$ cat src/jpc_pkg.sv
// Shared types, constants and the arctangent table of the joystick converter.
`default_nettype none
package jpc_pkg;

  localparam int SAMPLE_BITS   = 10;
  localparam int OFFSET_BITS   = SAMPLE_BITS + 1;
  localparam int DIST_BITS     = 11;
  localparam int RATIO_BITS    = 17;
  localparam int CORDIC_STEPS  = 20;
  localparam int ROOT_STEPS    = 11;
  localparam int DIV_STEPS     = 17;
  localparam int FINISH_STAGE  = ROOT_STEPS;
  localparam int DIV_FIRST     = FINISH_STAGE + 1;
  localparam int NUM_STAGES    = DIV_FIRST + DIV_STEPS + 1;

  // Configuration register indexes
  localparam logic [1:0] REG_ORIGIN_X     = 2'd0;
  localparam logic [1:0] REG_ORIGIN_Y     = 2'd1;
  localparam logic [1:0] REG_MAX_DISTANCE = 2'd2;
  localparam logic [1:0] REG_DEAD_ZONE    = 2'd3;

  localparam logic signed [33:0] QUARTER_TURN = 34'sh040000000;
  localparam logic signed [33:0] HALF_TURN    = 34'sh080000000;
  localparam logic signed [33:0] FULL_TURN    = 34'sh100000000;

  localparam logic [RATIO_BITS-1:0] RATIO_ONE  = 17'h10000;
  localparam logic [RATIO_BITS-1:0] RATIO_HALF = 17'h08000;

  // State carried by every cell of the chain
  typedef struct packed {
    logic signed [OFFSET_BITS-1:0] ox;
    logic signed [OFFSET_BITS-1:0] oy;
    logic                          sw;
    logic                          zero_x;
    logic [20:0]                   sq_rem;
    logic [DIST_BITS-1:0]          root;
    logic signed [33:0]            ca;
    logic signed [33:0]            cb;
    logic signed [33:0]            cz;
    logic [DIST_BITS-1:0]          den;
    logic [27:0]                   drem;
    logic [RATIO_BITS-1:0]         quo;
  } item_t;

  // Arctangent of 2^-i in units of 2^-32 turn
  function automatic logic signed [33:0] atan_of(input logic [4:0] i);
    logic signed [33:0] v;
    case (i)
      5'd0:  v = 34'sd536870912;
      5'd1:  v = 34'sd316933406;
      5'd2:  v = 34'sd167458907;
      5'd3:  v = 34'sd85004756;
      5'd4:  v = 34'sd42667331;
      5'd5:  v = 34'sd21354465;
      5'd6:  v = 34'sd10679838;
      5'd7:  v = 34'sd5340245;
      5'd8:  v = 34'sd2670163;
      5'd9:  v = 34'sd1335087;
      5'd10: v = 34'sd667544;
      5'd11: v = 34'sd333772;
      5'd12: v = 34'sd166886;
      5'd13: v = 34'sd83443;
      5'd14: v = 34'sd41721;
      5'd15: v = 34'sd20860;
      5'd16: v = 34'sd10430;
      5'd17: v = 34'sd5215;
      5'd18: v = 34'sd2607;
      5'd19: v = 34'sd1303;
      default: v = 34'sd0;
    endcase
    return v;
  endfunction

endpackage
`default_nettype wire

$ cat src/jpc_div_cell.sv
// One quotient bit of the restoring division for the distance ratio.
`default_nettype none
module jpc_div_cell import jpc_pkg::*; (
  input  item_t      item_in,
  input  logic [4:0] step,
  output item_t      item_out
);

  logic [27:0] dsh;

  // Subtract the shifted divisor where it fits
  always_comb begin
    dsh = {17'b0, item_in.den} << step;
    item_out = item_in;
    if (item_in.drem >= dsh) begin
      item_out.drem = item_in.drem - dsh;
      item_out.quo  = item_in.quo | (17'd1 << step);
    end
  end

endmodule
`default_nettype wire

$ cat config.mk
export PLATFORM = sky130hd
export DESIGN_NAME = jpc_div_cell
export DESIGN_NICKNAME = d
export VERILOG_FILES = /design/src/jpc_pkg.sv /design/src/jpc_div_cell.sv
export SDC_FILE = /design/constraint.sdc
export NUM_CORES = 1
export LEC_CHECK = 0
export BUFFER_PORTS_ARGS = -buffer_cell sky130_fd_sc_hd__buf_2
export CAP_MARGIN = 20
export CORE_AREA = 2 2 169 171
export DETAILED_ROUTE_END_ITERATION = 12
export DIE_AREA = 0 0 171 173
export GPL_TIMING_DRIVEN = 0
export SETUP_SLACK_MARGIN = 0.5
export SYNTH_ARGS = -nofsm -noshare
export SYNTH_HDL_FRONTEND = slang
export SYNTH_SLANG_ARGS = --single-unit
$ cat constraint.sdc
create_clock -name vclk -period 5.4
set_clock_uncertainty 0.2 [all_clocks]
set_input_delay 1.08 -clock vclk [all_inputs]
set_output_delay 1.08 -clock vclk [all_outputs]
set_load 0.1 [all_outputs]
* Word level (Yosys, flattened, before mapping)
Index checks and enable logic that the tools add are counted.
** Word-level totals
- Register bits after elaboration :: 0
- Input bits :: 219
- Output and inout port bits :: 214
- Logic and storage cells :: 6
** Cells by class
- Add/sub/neg operators :: 1
- Order comparisons :: 1
- Shifts and indexed selects :: 2
- Muxes and demuxes :: 1
- Bitwise operators :: 1
** Operators by type and width (count)
- 45-bit 2-to-1 mux :: 1
- 28-bit greater-or-equal comparator :: 1
- 11-bit by 5-bit left shift with 28-bit output :: 1
- 28-bit subtractor :: 1
- 17-bit bitwise OR :: 1
- 1-bit by 5-bit left shift with 17-bit output, first input constant :: 1

* Longest topological paths before layout
- Depth after elaboration :: 3
- Mapped depth :: 19
- Gate-level depth less buffers :: 15

* Worst setup path before layout
Ideal clock, no wire load.
- Path type :: input port to output port
- From :: in step[0]
- To :: out item_out[44] in the netlist's numbering
- Data arrival time :: 7.119 ns
- Data required time :: 4.120 ns
- Slack :: -2.999 ns
- Cell stages on the path :: 17
- Path buffers :: 3
- Cell sequence :: clkbuf_1 buf_2 mux2i_1 mux2_2 nor2_1 a21o_1 mux2i_1 nand2b_1 ha_1 clkbuf_1 a21oi_1 o21a_1 and3_1 a2bb2oi_1 nand3_1 a21boi_0 o311ai_0
** RTL lines
- start: declaration :: line jpc_div_cell.sv:5 : input logic [4:0] step,
- end: declaration :: line jpc_div_cell.sv:6 : output item_t item_out

==> key figures <==
Run status
  • Run status: complete, but fails checks
  • Failing checks: setup timing

Synth
  • Syn avg cell area: 7.076 µm²
  • Gate Count Post-Synth: 607
  • Post-synth top area share: 0.2954
  • Synth area leaders: buf_4, ha_1, nand2_1
  • Count of different cell masters after synthesis: 64
  • Synth top cells by count: buf_4, nand2_1, o21ai_0
  • Most frequent cell after synthesis: buf_4
  • Largest area contributor in the netlist: buf_4
  • Post-Synthesis Cell Area: 4295 µm²
  • Sequential area share after synthesis: 0
  • Ys Warns: 0
  • Syn nets: 856

Worst setup path
  • Crit Path Max Fanout: 8
  • CP Class: input port to output pin
  • Worst EP required: 4120 ps
  • Crit end category: output pin
  • Startpoint types: input port
  • Crit path DAT: 4820 ps

Place
  • Port bufs: 272
  • Placer Congestion: 0.8516
  • Post-DP HPWL: 16660 µm
  • # placed instances: 1257

Global route
  • Initial antenna violation count: 3
  • Vias in the first global route: 5040
  • GR Overflow Total: 0
  • First-pass GRT wire length: 28410 µm
  • Largest net degree at the start of global routing: 11
  • Total GRT Usage: 0.1211

Timing
  • RSZ-0062 raised after global routing: yes
  • Final setup margin: -700.1 ps
  • Final Hold Fails: 0
  • Least-Margin Pin Slew: 584.6 ps
  • Fmax: 163.9 MHz
  • Setup Viol. Count Final: 45
  • Final hold slack: 2294 ps
  • Final max-slew violation count: 0
  • Total negative slack: -28170 ps
  • Max transition margin: 0.6073
  • Min Tclk post-route: 6100 ps
  • Final period util: 1.130

Cells and area
  • Nets: 1170
  • Seq cells: 0
  • N_diodes: 0
  • Final std cells w/o fill: 1297
  • Final core occ: 0.3020
  • Share of layout cells above drive strength 1: 0.6975
  • Multi-input gate area: 3699 µm²
  • CLK BUF: 0
  • Area Overhead vs Synth: 94.23%
  • # fillers: 2940
  • Area occupied by registers: 0 µm²

Drt
  • Top routing layer in use: met5
  • Iter 0 DRT Violations: 232
  • DR vias: 5353
  • Remaining DRCs: 0
  • Vias per Instance: 4.127
  • DRT Pass-1 Iters: 4
  • Routed wl met2: 10330 µm
  • WL met1: 7773 µm
  • Met3 WL: 1490 µm
  • Final antenna-violating net count: 0
  • Total routed wirelength: 19940 µm
  • Drt wl/cell: 15.37 µm

Die
  • Initial Util: 0.1555
  • Die Ht: 173 µm
  • Core area: 27630 µm²
  • DIE AREA: 29580 µm²
  • Die W: 171 µm
  • Site Rows: 61
  • Boundary Pins: 433

Run
  • MaxCap Viol Count: 0

Power
  • Maximum VDD drop: 0.08858 mV
  • Pwr per Cell Area: 265.2 nW/µm²
  • LEAKAGE: 4.033 nW

Hold path
  • HP Class: input port to output pin

Clock tree
  • # hold bufs at CTS: 0
final cells by class:
type	count	share of cell area
Multi-Input combinational cell	399	0.4433
Timing Repair Buffer	312	0.3067
Buffer	197	0.1884
Tap cell	378	0.05669
Inverter	11	0.004949
per-stage QoR:
step / cell area [µm²] / setup slack (ps) / power (W)
6_report: 8343 / -700.1 / 0.002212
5_1_grt: 8343 / -842.9 / 0.002297
4_1_cts: 7949 / -735.5 / 0.002142
3_5_place_dp: 6604 / -1302 / 0.001764
3_3_place_gp: 6604 / -1289 / 0.001760
2_1_floorplan: 4770 / -602.7 / 0.001501
logic make-up after synthesis:
kind of cell | count (synthesis) | share of synthesized area
mux | 26 | 0.06292
fa+ha+maj | 30 | 0.08914
simple gates | 165 | 0.1879
compound gates | 161 | 0.2817
xor+xnor | 17 | 0.03466
buf+inv | 208 | 0.3437
worst paths after layout:
| path | slack, ps | to | cells after the start | startpoint |
|---|---|---|---|---|
| max | -700 | item_out[5] | 22 | step[0] |
| min | 2290 | item_out[8] | 3 | item_in[8] |
what timing repair did:
action                     CTS  global route
buffers inserted            21            14
resized for setup          264            66
setup endpoints to repair   45            45
pin swaps                   17            39
cloned                       5             0
cells in the final DEF, fill, tap and decap left out, types with 5 or more instances in the layout:
cell,instances
a21o_1,14
a21o_4,9
a21oi_1,22
a21oi_2,5
a31o_4,10
and3_1,5
buf_12,58
buf_16,6
buf_2,229
buf_4,189
buf_6,11
clkbuf_2,7
ha_1,21
ha_4,6
inv_1,11
mux2_2,7
mux2i_1,15
nand2_1,44
nand2_4,22
nand2b_1,6
nand3_1,9
nand4_1,5
nor2_1,24
nor3_1,10
o21a_1,5
o21ai_0,15
o21ai_2,5
o21ai_4,19
o31ai_4,5
xnor2_1,11
xor2_1,6
report_power, final:
group          switching [W]  total (W)  internal (W)  leakage [nW]
Clock                      0          0             0             0
Sequential                 0          0             0             0
Combinational        0.00147    0.00221      0.000746          4.03
metal layers:
| metal | track usage | vias up |
|---|---|---|
| met3 | 0.01991 | 20 |
| li1 | - | 2601 |
| met4 | 0.01554 | 4 |
| met2 | 0.2283 | 265 |
| met5 | 0 | - |
| met1 | 0.1453 | 2463 |
worst max-delay path, stage by stage:
cell and delay, ps:
clkbuf_16 130, buf_12 140, mux2i_4 200, mux2_4 300
mux2i_4 150, a22o_1 200, nand2_2 100, ha_4 280
buf_6 120, buf_6 110, a211oi_4 220, o22ai_2 140
a21boi_4 210, o221ai_4 160, o32ai_4 360, buf_4 180
buf_6 90, buf_12 90, nor3_4 40, buf_12 140
a31o_4 220, buf_12 160
Note: power is estimated with default switching activity, not from simulation.
