`src/jpc_pkg.sv`:
```
// Shared types, constants and the arctangent table of the joystick converter.
`default_nettype none
package jpc_pkg;

  localparam int SAMPLE_BITS   = 10;
  localparam int OFFSET_BITS   = SAMPLE_BITS + 1;
  localparam int DIST_BITS     = 11;
  localparam int RATIO_BITS    = 17;
  localparam int CORDIC_STEPS  = 20;
  localparam int ROOT_STEPS    = 11;
  localparam int DIV_STEPS     = 17;
  localparam int FINISH_STAGE  = ROOT_STEPS;
  localparam int DIV_FIRST     = FINISH_STAGE + 1;
  localparam int NUM_STAGES    = DIV_FIRST + DIV_STEPS + 1;

  // Configuration register indexes
  localparam logic [1:0] REG_ORIGIN_X     = 2'd0;
  localparam logic [1:0] REG_ORIGIN_Y     = 2'd1;
  localparam logic [1:0] REG_MAX_DISTANCE = 2'd2;
  localparam logic [1:0] REG_DEAD_ZONE    = 2'd3;

  localparam logic signed [33:0] QUARTER_TURN = 34'sh040000000;
  localparam logic signed [33:0] HALF_TURN    = 34'sh080000000;
  localparam logic signed [33:0] FULL_TURN    = 34'sh100000000;

  localparam logic [RATIO_BITS-1:0] RATIO_ONE  = 17'h10000;
  localparam logic [RATIO_BITS-1:0] RATIO_HALF = 17'h08000;

  // State carried by every cell of the chain
  typedef struct packed {
    logic signed [OFFSET_BITS-1:0] ox;
    logic signed [OFFSET_BITS-1:0] oy;
    logic                          sw;
    logic                          zero_x;
    logic [20:0]                   sq_rem;
    logic [DIST_BITS-1:0]          root;
    logic signed [33:0]            ca;
    logic signed [33:0]            cb;
    logic signed [33:0]            cz;
    logic [DIST_BITS-1:0]          den;
    logic [27:0]                   drem;
    logic [RATIO_BITS-1:0]         quo;
  } item_t;

  // Arctangent of 2^-i in units of 2^-32 turn
  function automatic logic signed [33:0] atan_of(input logic [4:0] i);
    logic signed [33:0] v;
    case (i)
      5'd0:  v = 34'sd536870912;
      5'd1:  v = 34'sd316933406;
      5'd2:  v = 34'sd167458907;
      5'd3:  v = 34'sd85004756;
      5'd4:  v = 34'sd42667331;
      5'd5:  v = 34'sd21354465;
      5'd6:  v = 34'sd10679838;
      5'd7:  v = 34'sd5340245;
      5'd8:  v = 34'sd2670163;
      5'd9:  v = 34'sd1335087;
      5'd10: v = 34'sd667544;
      5'd11: v = 34'sd333772;
      5'd12: v = 34'sd166886;
      5'd13: v = 34'sd83443;
      5'd14: v = 34'sd41721;
      5'd15: v = 34'sd20860;
      5'd16: v = 34'sd10430;
      5'd17: v = 34'sd5215;
      5'd18: v = 34'sd2607;
      5'd19: v = 34'sd1303;
      default: v = 34'sd0;
    endcase
    return v;
  endfunction

endpackage
`default_nettype wire

```
`src/jpc_root_cell.sv`:
```
// One result bit of the restoring square root of the squared magnitude.
`default_nettype none
module jpc_root_cell import jpc_pkg::*; (
  input  item_t      item_in,
  input  logic [3:0] bit_idx,
  output item_t      item_out
);

  logic [22:0] cand;

  // Try setting this root bit, keep it when the remainder allows
  always_comb begin
    cand = ({12'b0, item_in.root} << (5'(bit_idx) + 5'd1)) + (23'd1 << {bit_idx, 1'b0});
    item_out = item_in;
    if ({2'b0, item_in.sq_rem} >= cand) begin
      item_out.sq_rem = item_in.sq_rem - cand[20:0];
      item_out.root   = item_in.root | (11'd1 << bit_idx);
    end
  end

endmodule
`default_nettype wire

```
`config.mk`:
```
export PLATFORM = sky130hd
export DESIGN_NAME = jpc_root_cell
export DESIGN_NICKNAME = d
export VERILOG_FILES = /design/src/jpc_pkg.sv /design/src/jpc_root_cell.sv
export SDC_FILE = /design/constraint.sdc
export NUM_CORES = 1
export LEC_CHECK = 0
export BUFFER_PORTS_ARGS = -buffer_cell sky130_fd_sc_hd__buf_2
export CORE_AREA = 4 4 164 166
export DETAILED_ROUTE_END_ITERATION = 16
export DIE_AREA = 0 0 168 170
export PLACE_DENSITY = 0.51
export SETUP_SLACK_MARGIN = 0.3
export SYNTH_ARGS = -nofsm -noshare
export SYNTH_HDL_FRONTEND = slang
export SYNTH_SLANG_ARGS = --single-unit
```
`constraint.sdc`:
```
create_clock -name vclk -period 6.1
set_input_delay 0.61 -clock vclk [all_inputs]
set_output_delay 0.61 -clock vclk [all_outputs]
set_load 0.01 [all_outputs]
```
# Yosys cells after proc, flatten, opt, wreduce, memory -nomap -nowiden
# Cells that the tools add are included.
[op_classes] magnitude_cmp=1 shift=3 mux=1 n_bitwise=1 add_sub_neg=3
[op_table] op="32-bit two-way mux" n=1
[op_table] op="23-bit adder" n=1
[op_table] op="21-bit by 23-bit greater-or-equal comparator with 1-bit output" n=1
[op_table] op="1-bit by 5-bit left shift with 23-bit output (first input constant)" n=1
[op_table] op="11-bit by 5-bit left shift with 23-bit output" n=1
[op_table] op="21-bit subtractor" n=1
[op_table] op="11-bit OR" n=1
[op_table] op="1-bit by 4-bit left shift with 11-bit output (first input constant)" n=1
[op_table] op="4-bit by 1-bit adder with 5-bit output (second input constant)" n=1
[word_totals] in_bits=218 output_inout_bits=214 ff_bits=0 wordCells=9

# Logic depth before layout (Yosys ltp)
# Gate-level depths: netlist of run 1.
[logic_depth] depth_word=5 mapped_depth=29 ltp_nobuf=25

# Least setup slack after synthesis of run 1
# No wires, ideal clock.
[synth_timing] path_kind="input port to output port" from="in bit_idx[0]" to="out item_out[183] (netlist bit)" path_slack_ns=-0.298 cell_stages=25 n_path_buf=4 t_required_ns=5.490 arrival_time_ns=5.788 path_cell_list="buf_6 buf_2 inv_1 ha_1 clkbuf_1 o21ai_0 nand2_1 nor2_1 ha_1 nand4_1 o21ai_2 a41oi_1 a21o_1 o41ai_4 a41oi_1 or4_1 and4_1 ha_1 nand2_1 nor2_1 nand2_1 o21ai_0 o32ai_4 buf_6 mux2_1"
[synth_rtl] item="start, declared" line="jpc_root_cell.sv:5" source="input logic [3:0] bit_idx,"
[synth_rtl] item="end, declared" line="jpc_root_cell.sv:6" source="output item_t item_out"

==> results.ini, run 1 <==
[power]
power.leakage_nw=2.32
finalPower_mw=0.946
powerDensity_mw_per_mm2=183
peakVddDrop_uv=74.2

[synthesis]
avgSynthCellArea_um2=7.45
synth_area_leaders=buf_4, ha_1, xnor2_1, mux2_1, nand2_1
syn-num-nets=842
synthCells=584
synth_seq_area_share_pct=0
ys_types=61
synth_top_cell_by_area=buf_4
netlist_area_mm2=0.00435
yosys_warnings=0
yosysTopAreaCellShare_pct=31.4

[worst_setup_path]
cp_max_fo=7
critPathMaxStageDelay_ps=360
start_kind=input port
crit_type=in -> out
cp.arrival_ps=5260
crit_family=compound AO/OA/AOI/OAI gates
crit_required_ps=5490
crit_top_cell=buf_6
cp.buffers_inverters=9
cp-end-kind=output pin
slowest_stage=a221o_1

[global_routing]
met2_usage_pct=16.1
grt-ovfl-total=0
grt_pass1_wl_um=22700
grt_use_total_pct=9.86
grt_antenna_before_repair=0
grt_max_degree=16
use_met1_pct=12.6
grt.busiest_layer=met2
grt_pass1_vias=3915
use_met3_pct=1.18

[placed_design]
placedCellCount=868
dp_slack_ps=47.5
port_buffers=68
globalplace.congestion=0.870
dpl.hpwl_um=12900

[final_layout]
fin_cells=897
diodes=0
nClkBuffers=0
fillerInstances=2856
drive_gt1_share_pct=48.4
area_delta_synth_final_pct=18.9
layout_common_cells=buf_4, buf_2, nand2_1
seq_cell_count=0
multi_input_area_mm2=0.00324
nNetsFinal=822
regArea_um2=0
layout_commonest_cell=buf_4

[timing]
rsz0062_at_grt=true
finalHoldViolCount=0
fmax_mhz=170
final-setup-viol-count=0
worst_pin_slew_ps=585
setup_slack_ps=226
min_period_over_period_pct=96.3
holdWs_ps=1220
max_slew_margin_pct=60.5
finalSetupTns_ps=0
period_minus_slack_ps=5870
finalMaxSlewViolations=0

[floorplan]
num_rows=59
io-pin-count=432
start_util_pct=17.0
design.core.area_mm2=0.0256
die_h_um=170
die-area_mm2=0.0286
die_w_um=168

[drt]
vias_per_cell=4.25
wl_per_cell_um=17.0
drtIter0Drc=117
vias=3813
drc=0
drtPass1Iterations=4
antenna_left=0
wirelength_um=15200

[worst_hold_path]
hp-class=in -> out

[clock_network]
cts_hold_buffers=0

[job]
maxCapViolCount=0

[outcome]
status=complete, no violations

[per-layer routing]
metal / part of all wire, % / vias to the layer above
met1: 42 / 1729
met2: 44 / 154
li1: - / 1826
met5: 0 / -
met3: 6.7 / 104
met4: 6.8 / 0
[synthesized netlist by cell type, types with 3 or more instances]
master / instances
buf_6: 5
buf_2: 5
nor3_1: 4
a31oi_1: 5
nand4_1: 4
xor2_1: 13
a21o_1: 11
nor2b_1: 10
mux2i_1: 14
and4_1: 3
nand2_1: 39
a21oi_1: 23
xnor2_1: 21
o21ai_0: 16
a41oi_1: 3
and3_1: 5
and2_1: 5
nand3_1: 8
mux4_2: 3
nor2_1: 31
o221ai_1: 4
a211oi_1: 3
ha_1: 39
inv_1: 27
nand2b_1: 6
buf_4: 182
o22ai_1: 7
o21bai_1: 16
mux2_2: 12
mux2_1: 16
nor3b_1: 4
[timing repair]
item	CTS	global route
pin swaps	27	30
cloned	0	1
setup buffers	19	9
endpoints found under the setup margin	32	32
gates resized for setup	80	60
[path summary, 6_finish.rpt]
path	startpoint	end	slack, ps	depth (start not counted)
worst min-delay path	item_in[113]	item_out[113]	1220	0
worst max-delay path	bit_idx[0]	item_out[188]	230	26
[final cells by class]
class,count,share of cell area [%]
Tap cell,335,8.10
Multi-Input combinational cell,361,62.5
Inverter,28,2.30
Timing Repair Buffer,173,27.1
[power by group]
group	switching, mW	leakage (nW)	internal [mW]
Combinational	0.429	2.32	0.517
Clock	0	0	0
Sequential	0	0	0
[stage by stage]
step / utilization, % / area [um^2]
detailed placement: 16.8 / 4300
global route: 20.2 / 5170
global placement: 16.8 / 4300
floorplan: - / 4430
CTS: 18.7 / 4790
finish: 20.2 / 5170
[kinds of logic (layout without fill, tap and decap cells)]
| kind of cell | Yosys count | count (layout) | share of synthesized area (%) |
|---|---|---|---|
| adder cells (fa/ha/maj) | 40 | 40 | 11.7 |
| multiplexers | 45 | 45 | 12.0 |
| AO/OA/AOI/OAI | 115 | 115 | 19.1 |
| buffers and inverters | 223 | 201 | 35.9 |
| XOR/XNOR | 34 | 34 | 6.84 |
| AND/OR/NAND/NOR | 127 | 127 | 14.4 |
(Power assumes the default switching activity.)
==> inputs of run 2 (changes only) <==
--- a/config.mk
+++ b/config.mk
@@ -6,10 +6,12 @@
 export NUM_CORES = 1
 export LEC_CHECK = 0
 export BUFFER_PORTS_ARGS = -buffer_cell sky130_fd_sc_hd__buf_2
+export CELL_PAD_IN_SITES_DETAIL_PLACEMENT = 1
+export CELL_PAD_IN_SITES_GLOBAL_PLACEMENT = 1
 export CORE_AREA = 4 4 164 166
 export DETAILED_ROUTE_END_ITERATION = 16
 export DIE_AREA = 0 0 168 170
-export PLACE_DENSITY = 0.51
+export PLACE_DENSITY = 0.71
 export SETUP_SLACK_MARGIN = 0.3
 export SYNTH_ARGS = -nofsm -noshare
 export SYNTH_HDL_FRONTEND = slang
==> run 2 against run 1 <==
  * Via count is 3.4% higher
  * Count of clock-buffer cells in the layout is the same
  * Combinational power down 2.9%
  * First-iteration DRC count is 28% higher
==> results.ini, run 2 (synthesis results as in run 1) <==
[floorplan]
die-area_mm2=0.0286  ; unchanged
num_rows=59  ; unchanged
design.core.area_mm2=0.0256  ; unchanged
die_h_um=170  ; unchanged
io-pin-count=432  ; unchanged
start_util_pct=17.0  ; unchanged
die_w_um=168  ; unchanged

[drt]
antenna_left=0  ; unchanged
drtPass1Iterations=4  ; unchanged
drtIter0Drc=150  ; +28%
wl_per_cell_um=19.7  ; +16%
vias_per_cell=4.43  ; +4.2%
wirelength_um=17500  ; +15%
drc=0  ; unchanged
vias=3942  ; +3.4%

[worst_setup_path]
cp.arrival_ps=5350  ; +90 ps
crit_required_ps=5490  ; about the same
start_kind=input port
crit_chain=buf_12 > ha_4 > ha_4 > buf_4 > mux4_2 > mux2_2 > and3_4 > a21oi_2 > a21o_1 > buf_6 > xnor2_2 > ha_1 > and3_4 > a221o_1 > a221o_1 > a221oi_2 > nor2_2 > o32ai_4 > buf_6 > clkbuf_16 > mux2_2 > buf_2
cp.buffers_inverters=6  ; -3
crit_type=in -> out
critPathMaxStageDelay_ps=400  ; +40 ps
crit_family=compound AO/OA/AOI/OAI gates
slowest_stage=a221o_1
cp_max_fo=7  ; unchanged
cp-end-kind=output pin

[timing]
period_minus_slack_ps=5960  ; +81.9 ps
min_period_over_period_pct=97.6  ; +1.3 points
rsz0062_at_grt=true
finalMaxSlewViolations=0  ; unchanged
fmax_mhz=168  ; -1.4%
max_slew_margin_pct=59.2  ; -1.3 points
finalHoldViolCount=0  ; unchanged
final-setup-viol-count=0  ; unchanged
worst_pin_slew_ps=604  ; +19.4 ps
finalSetupTns_ps=0  ; unchanged

[final_layout]
drive_gt1_share_pct=49.5  ; +1.2 points
multi_input_area_mm2=0.00331  ; +2.3%
nNetsFinal=815  ; -0.85%
area_delta_synth_final_pct=18.1
regArea_um2=0  ; unchanged
layout_common_cells=buf_4, buf_2, nand2_1
diodes=0  ; unchanged
fillerInstances=3084  ; +8.0%
fin_util_pct=20.1  ; -0.15 points
layout_commonest_cell=buf_4
seq_cell_count=0  ; unchanged
nClkBuffers=0  ; unchanged

[power]
peakVddDrop_uv=48.5  ; -35%
power.leakage_nw=2.23  ; -3.8%
powerDensity_mw_per_mm2=179  ; -2.2%

[global_routing]
grt.busiest_layer=met2
use_met3_pct=2.95  ; +1.8 points
met2_usage_pct=20.9  ; +4.8 points
grt_pass1_vias=4419  ; +13%
grt_antenna_before_repair=0  ; unchanged
use_met1_pct=12.0  ; -0.58 points
grt-ovfl-total=0  ; unchanged
grt_max_degree=16  ; unchanged
grt_use_total_pct=11.4  ; +1.5 points
grt_pass1_wl_um=26000  ; +14%

[outcome]
status=complete, no violations

[placed_design]
dpl.hpwl_um=14600  ; +13%
globalplace.congestion=0.872  ; +0.26%
port_buffers=68  ; unchanged

[clock_network]
cts_hold_buffers=0  ; unchanged

[job]
maxCapViolCount=0  ; unchanged

[worst_hold_path]
hp-class=in -> out

==> run 2: cell count changes in the layout (fill, tap and decap cells not counted), sizes merged <==
cell / change
inv: -1
buf: -6
clkbuf: -1
clkinv: +1
==> run 2: report_power, final <==
part | total, mW | switching, mW | internal [mW]
clock network | 0 | 0 | 0
registers | 0 | 0 | 0
logic | 0.919 | 0.443 | 0.476
total | 0.919 | 0.443 | 0.476
==> run 2: final cells by class <==
| cell class | count | area share, % |
|---|---|---|
| Inverter | 28 | 2.26 |
| Multi-Input combinational cell | 361 | 64.4 |
| Tap cell | 335 | 8.16 |
| Timing Repair Buffer | 166 | 25.2 |
==> run 2: what timing repair did <==
action | 4_1_cts | 5_1_grt
pin swaps | 29 | 8
gates cloned | 0 | 1
setup endpoints to repair | 32 | 32
gates resized for setup | 105 | 39
setup buffers | 30 | 10
==> run 2: metrics by stage <==
| step | cells | area, um^2 | worst slack, ps | hold WS [ps] | total power, mW |
|---|---|---|---|---|---|
| final | 890 | 5140 | 144 | 1220 | 0.919 |
| after global routing | 890 | 5140 | -77.8 | 1220 | 0.997 |
| after CTS | 879 | 4860 | 158 | 1220 | 0.858 |
| after detailed placement | 849 | 4170 | -129 | 1220 | 0.709 |
| after global placement | 849 | 4170 | 28.6 | 1220 | 0.695 |
| after floorplan | 584 | 4430 | 336 | 1310 | 0.556 |
==> run 2: layer usage <==
metal | up-vias | part of all wire (%)
li1 | 1797 | -
met5 | - | 0
met3 | 108 | 8.1
met1 | 1849 | 37
met2 | 188 | 49
met4 | 0 | 6.2
==> run 2: path summary, 6_finish.rpt <==
path,start,endpoint,slack (ps),depth (start not counted)
max,bit_idx[0],item_out[188],140,22
min,item_in[10],item_out[10],1220,0
